==> src/rtl/core/lpsa_pkg.sv <==
// lpsa_pkg: shared types, codes and constants of the linear probe slot assigner
// used by lpsa_ctrl, lpsa_dpath and linear_probe_slot_assigner_unit
package lpsa_pkg;

   localparam int SLOTS_DEFAULT = 1024;
   localparam int CSR_W         = 11;
   localparam int RND_W         = 16;
   localparam int RND_CNT_W     = 4;
   localparam int CASE_W        = 31;
   localparam int SLOT_OUT_W    = 10;

   localparam logic [CSR_W-1:0] CSR_RESET = 11'd1024;

   localparam logic [7:0] CHAR_C    = 8'h63;
   localparam logic [7:0] CHAR_A    = 8'h61;
   localparam logic [7:0] CHAR_UP_A = 8'h41;
   localparam logic [7:0] CHAR_UP_Z = 8'h5A;
   localparam logic [7:0] CASE_BIT  = 8'h20;

   localparam logic [1:0] OUT_CLOSED   = 2'd0;
   localparam logic [1:0] OUT_ASSIGNED = 2'd1;
   localparam logic [1:0] OUT_PENDING  = 2'd2;
   localparam logic [1:0] OUT_UNKNOWN  = 2'd3;

   typedef struct packed {
      logic [CASE_W-1:0] case_number;
      logic [7:0]        status_byte;
      logic [RND_W-1:0]  random_value;
   } req_type;

   typedef struct packed {
      logic [1:0]            outcome;
      logic [SLOT_OUT_W-1:0] slot_index;
      logic [CASE_W-1:0]     echoed_case;
   } rsp_type;

   // controller to datapath
   typedef struct packed {
      logic       load;
      logic       div_step;
      logic       mem_read;
      logic       mem_write;
      logic       advance;
      logic       emit;
      logic [1:0] outcome;
   } cmd_type;

   // datapath to controller
   typedef struct packed {
      logic clearing;
      logic is_close;
      logic is_open;
      logic has_room;
      logic div_last;
      logic slot_free;
      logic last_try;
      logic rsp_free;
   } status_type;

endpackage

==> src/rtl/core/lpsa_ctrl.sv <==
// lpsa_ctrl: sequencer for classify, start-slot divide, probe and result hand-off
// depends on lpsa_pkg for the command, status and outcome codes
module lpsa_ctrl (
   input  logic                   clock,
   input  logic                   reset,
   input  logic                   req_valid,
   output logic                   req_stall,
   input  lpsa_pkg::status_type   status,
   output lpsa_pkg::cmd_type      cmd
);

   localparam logic [2:0] ST_IDLE   = 3'd0;
   localparam logic [2:0] ST_DECIDE = 3'd1;
   localparam logic [2:0] ST_DIVIDE = 3'd2;
   localparam logic [2:0] ST_READ   = 3'd3;
   localparam logic [2:0] ST_CHECK  = 3'd4;
   localparam logic [2:0] ST_FINISH = 3'd5;

   logic [2:0] state_ff, state_in;
   logic [1:0] outcome_ff, outcome_in;

   assign req_stall = status.clearing || (state_ff != ST_IDLE);

   always_comb begin
      state_in   = state_ff;
      outcome_in = outcome_ff;
      cmd        = '0;
      cmd.outcome = outcome_ff;
      unique case (state_ff)
         ST_IDLE: begin
            if (req_valid && !req_stall) begin
               cmd.load = 1'b1;
               state_in = ST_DECIDE;
            end
         end
         ST_DECIDE: begin
            priority if (status.is_close) begin
               outcome_in = lpsa_pkg::OUT_CLOSED;
               state_in   = ST_FINISH;
            end else if (status.is_open && status.has_room) begin
               state_in = ST_DIVIDE;
            end else if (status.is_open) begin
               outcome_in = lpsa_pkg::OUT_PENDING;
               state_in   = ST_FINISH;
            end else begin
               outcome_in = lpsa_pkg::OUT_UNKNOWN;
               state_in   = ST_FINISH;
            end
         end
         ST_DIVIDE: begin
            cmd.div_step = 1'b1;
            if (status.div_last) begin
               state_in = ST_READ;
            end
         end
         ST_READ: begin
            cmd.mem_read = 1'b1;
            state_in     = ST_CHECK;
         end
         ST_CHECK: begin
            priority if (status.slot_free) begin
               cmd.mem_write = 1'b1;
               outcome_in    = lpsa_pkg::OUT_ASSIGNED;
               state_in      = ST_FINISH;
            end else if (status.last_try) begin
               outcome_in = lpsa_pkg::OUT_PENDING;
               state_in   = ST_FINISH;
            end else begin
               cmd.advance = 1'b1;
               state_in    = ST_READ;
            end
         end
         ST_FINISH: begin
            if (status.rsp_free) begin
               cmd.emit = 1'b1;
               state_in = ST_IDLE;
            end
         end
         default: begin
            state_in = ST_IDLE;
         end
      endcase
   end

   always_ff @(posedge clock) begin
      if (reset) begin
         state_ff <= ST_IDLE;
      end else begin
         state_ff <= state_in;
      end
      outcome_ff <= outcome_in;
   end

endmodule

==> config.mk <==
export PLATFORM = sky130hd
export DESIGN_NAME = lpsa_ctrl
export DESIGN_NICKNAME = d
export VERILOG_FILES = /design/src/rtl/core/lpsa_pkg.sv /design/src/rtl/core/lpsa_ctrl.sv
export SDC_FILE = /design/constraint.sdc
export NUM_CORES = 1
export LEC_CHECK = 0
export BUFFER_PORTS_ARGS = -buffer_cell sky130_fd_sc_hd__buf_4
export CAP_MARGIN = 0
export CORE_AREA = 2 2 39 41
export CTS_CLUSTER_SIZE = 25
export DETAILED_ROUTE_END_ITERATION = 7
export DIE_AREA = 0 0 41 43
export PLACE_DENSITY = 0.66
export SYNTH_ARGS = -nofsm -noshare
export SYNTH_HDL_FRONTEND = slang
export SYNTH_SLANG_ARGS = --single-unit
==> constraint.sdc <==
create_clock -name clock -period 1.3 [get_ports clock]
set_input_delay 0 -clock clock [delete_from_list [all_inputs] [get_ports clock]]
set_output_delay 0 -clock clock [all_outputs]
set_load 0.05 [all_outputs]
==> run metrics <==
CP endpoint kind=output port; TritonRoute pass-1 iters=4; achievable frequency=750 MHz; RSZ-0062 raised after global routing=true; first-pass GRT wire length=1700 um; Max Cap Viol=0; clock buffer depth=2; Slew headroom=84.9%; cell-by-cell trace of the critical path=or3b_4 > nor3_4 > buf_6; Clock Skew=4.83 ps; most instantiated cells after synthesis=dfxtp_1 (3), nand2_1 (3), nand2b_1 (3); filler cell count=122; Hold Fails Final Rpt=0; multi-input logic area=282 sq um; yosys warns=0; sequential fraction of the synthesis area=30.6%; CP Data Arrival Time=1330 ps; Total Power Consumption=1.67 mW; largest net degree at the start of global routing=11; Setup CP Type=reg2out; Core Util, Final=48.0%; Crit-path slowest cell=or3b_4; Synth async-reset ratio=0%; Final period util=103%; setup_tns=-32.7 ps; Buffers on Ports=19; top cells by area, synth=dfxtp_1 (15%), edfxtp_1 (15%), nor3b_2 (6.4%); post-DR wirelength/cell=13.0 um; vias=406; Max VDD drop=0.00110 V; n_diodes=0; Final WS setup=-32.7 ps; GPL Wtd Cong=0.756; Final Max Slew Viols=0; Avg Vias per Cell=4.89; detailed placement HPWL=734 um; pwr dens=2520 mW/mm^2; DRT iter0 DRCs=9; Antenna Nets Post-Route=0; final wirelength=1080 um; fin nets=79; EDFF count, synth=2; Yosys top cell by area=dfxtp_1; die width=41 um; measured slew at the worst slew-check pin=225 ps; Synth top area share=15.3%; CP max stage delay=420 ps; startpoint types=flip-flop; Top FF cell, synth=dfxtp_1; Max H-tree Level=1; Min-Delay Path Class=in2reg; endpoints failing setup=1; DR DRC count=0; violated checks=setup timing; Synthesized Nets=52; Die Span Y=43 um; initial core utilization=28.4%; WHS=19.1 ps; CTS root buf=clkbuf_4; vias in the first global route=402; I/O pins=20; # rows=14; Synth Instances=41; clock sink total=5; Yosys reg bits=5; Mapped Area=393 sq um; CTS tree=done; status=complete, but fails checks; total global-route track usage=14.6%; DIE AREA=0.00176 sq mm; minimum clock period=1330 ps; average cell area after synthesis=9.58 sq um; Area growth syn-to-layout=69.1%; clock latency on the worst-skew pair=250 ps; required time worst endpoint=1300 ps; Max FO, Critical Path=4; layout cells sized above 1=59.7%; Netlist cell types=28; cts bufs inserted=3; remaining global-route overflow=0; clock slew at reported path FFs=50 ps; Placeable Area=0.00138 sq mm; Reg area=124 sq um; initial antenna violation count=0; P_leak=0.286 nW; flop2flop setup slack=40 ps
final timing paths:
check,startpoint,end,cells past startpoint
max,state_ff[0],cmd[3],3
min,status[3],state_ff[0],3
max reg2reg,state_ff[1],state_ff[1],5
min reg2reg,state_ff[2],state_ff[0],3
power breakdown:
part / switching (mW) / internal, mW
Combinational: 0.671 / 0.484
Sequential: 0.0631 / 0.261
Clock: 0.0761 / 0.117
critical path, delay by kind of cell (launching register included):
family | cells | cell delay, ps
buf+inv | 1 | 180
flops | 1 | 340
simple gates | 2 | 560
sequential cells by signal, indices dropped and copies added, names as in the netlist:
name        flops
state_ff        3
outcome_ff      2
stage by stage:
stage          setup slack [ps]  instances  instance area, sq um
3_3_place_gp                124         77                   583
4_1_cts                   -45.7         82                   639
3_5_place_dp                103         77                   583
6_report                  -32.7         83                   664
2_1_floorplan              -119         41                   410
5_1_grt                   -73.5         83                   664
cell type report:
class | instances | share of cell area, %
multi-input combinational | 33 | 42.4
timing repair buffer | 25 | 32.0
sequential | 5 | 18.6
clock buffer | 4 | 3.95
tap | 16 | 3.01
per-layer routing:
metal / GRT usage (%) / vias to the layer above / routed length [um]
met1: 17.1 / 180 / 435
met5: 0 / - / 0
met3: 6.28 / 2 / 78
met2: 22.2 / 17 / 555
met4: 6.00 / 0 / 6
li1: - / 207 / -
cells in the final DEF (no fill, tap or decap), types with 2 or more instances in the layout:
cell type	synthesis	layout
nor3_4	1	2
dfxtp_2	0	3
buf_6	0	6
nor3b_2	2	2
nand2_1	3	3
o21ai_0	2	2
buf_4	2	18
nor2b_1	2	2
clkbuf_4	0	3
edfxtp_1	2	2
nand2b_1	3	3
cell families (layout without fill, tap and decap cells):
| kind of cell | Yosys count | count (layout) | share of synthesized area, % |
|---|---|---|---|
| simple gates | 24 | 24 | 46.8 |
| compound gates | 9 | 9 | 17.5 |
| flops | 5 | 5 | 30.6 |
| buf+inv | 3 | 29 | 5.09 |
what timing repair did:
action                                  CTS  global route
pin swaps                                 0             1
endpoints found under the hold margin     2             0
setup buffers                             0             1
hold buffers                              1             0
endpoints found under the setup margin    4             5
resized for setup                         7             4
Note: power is estimated with default switching activity, not from simulation.
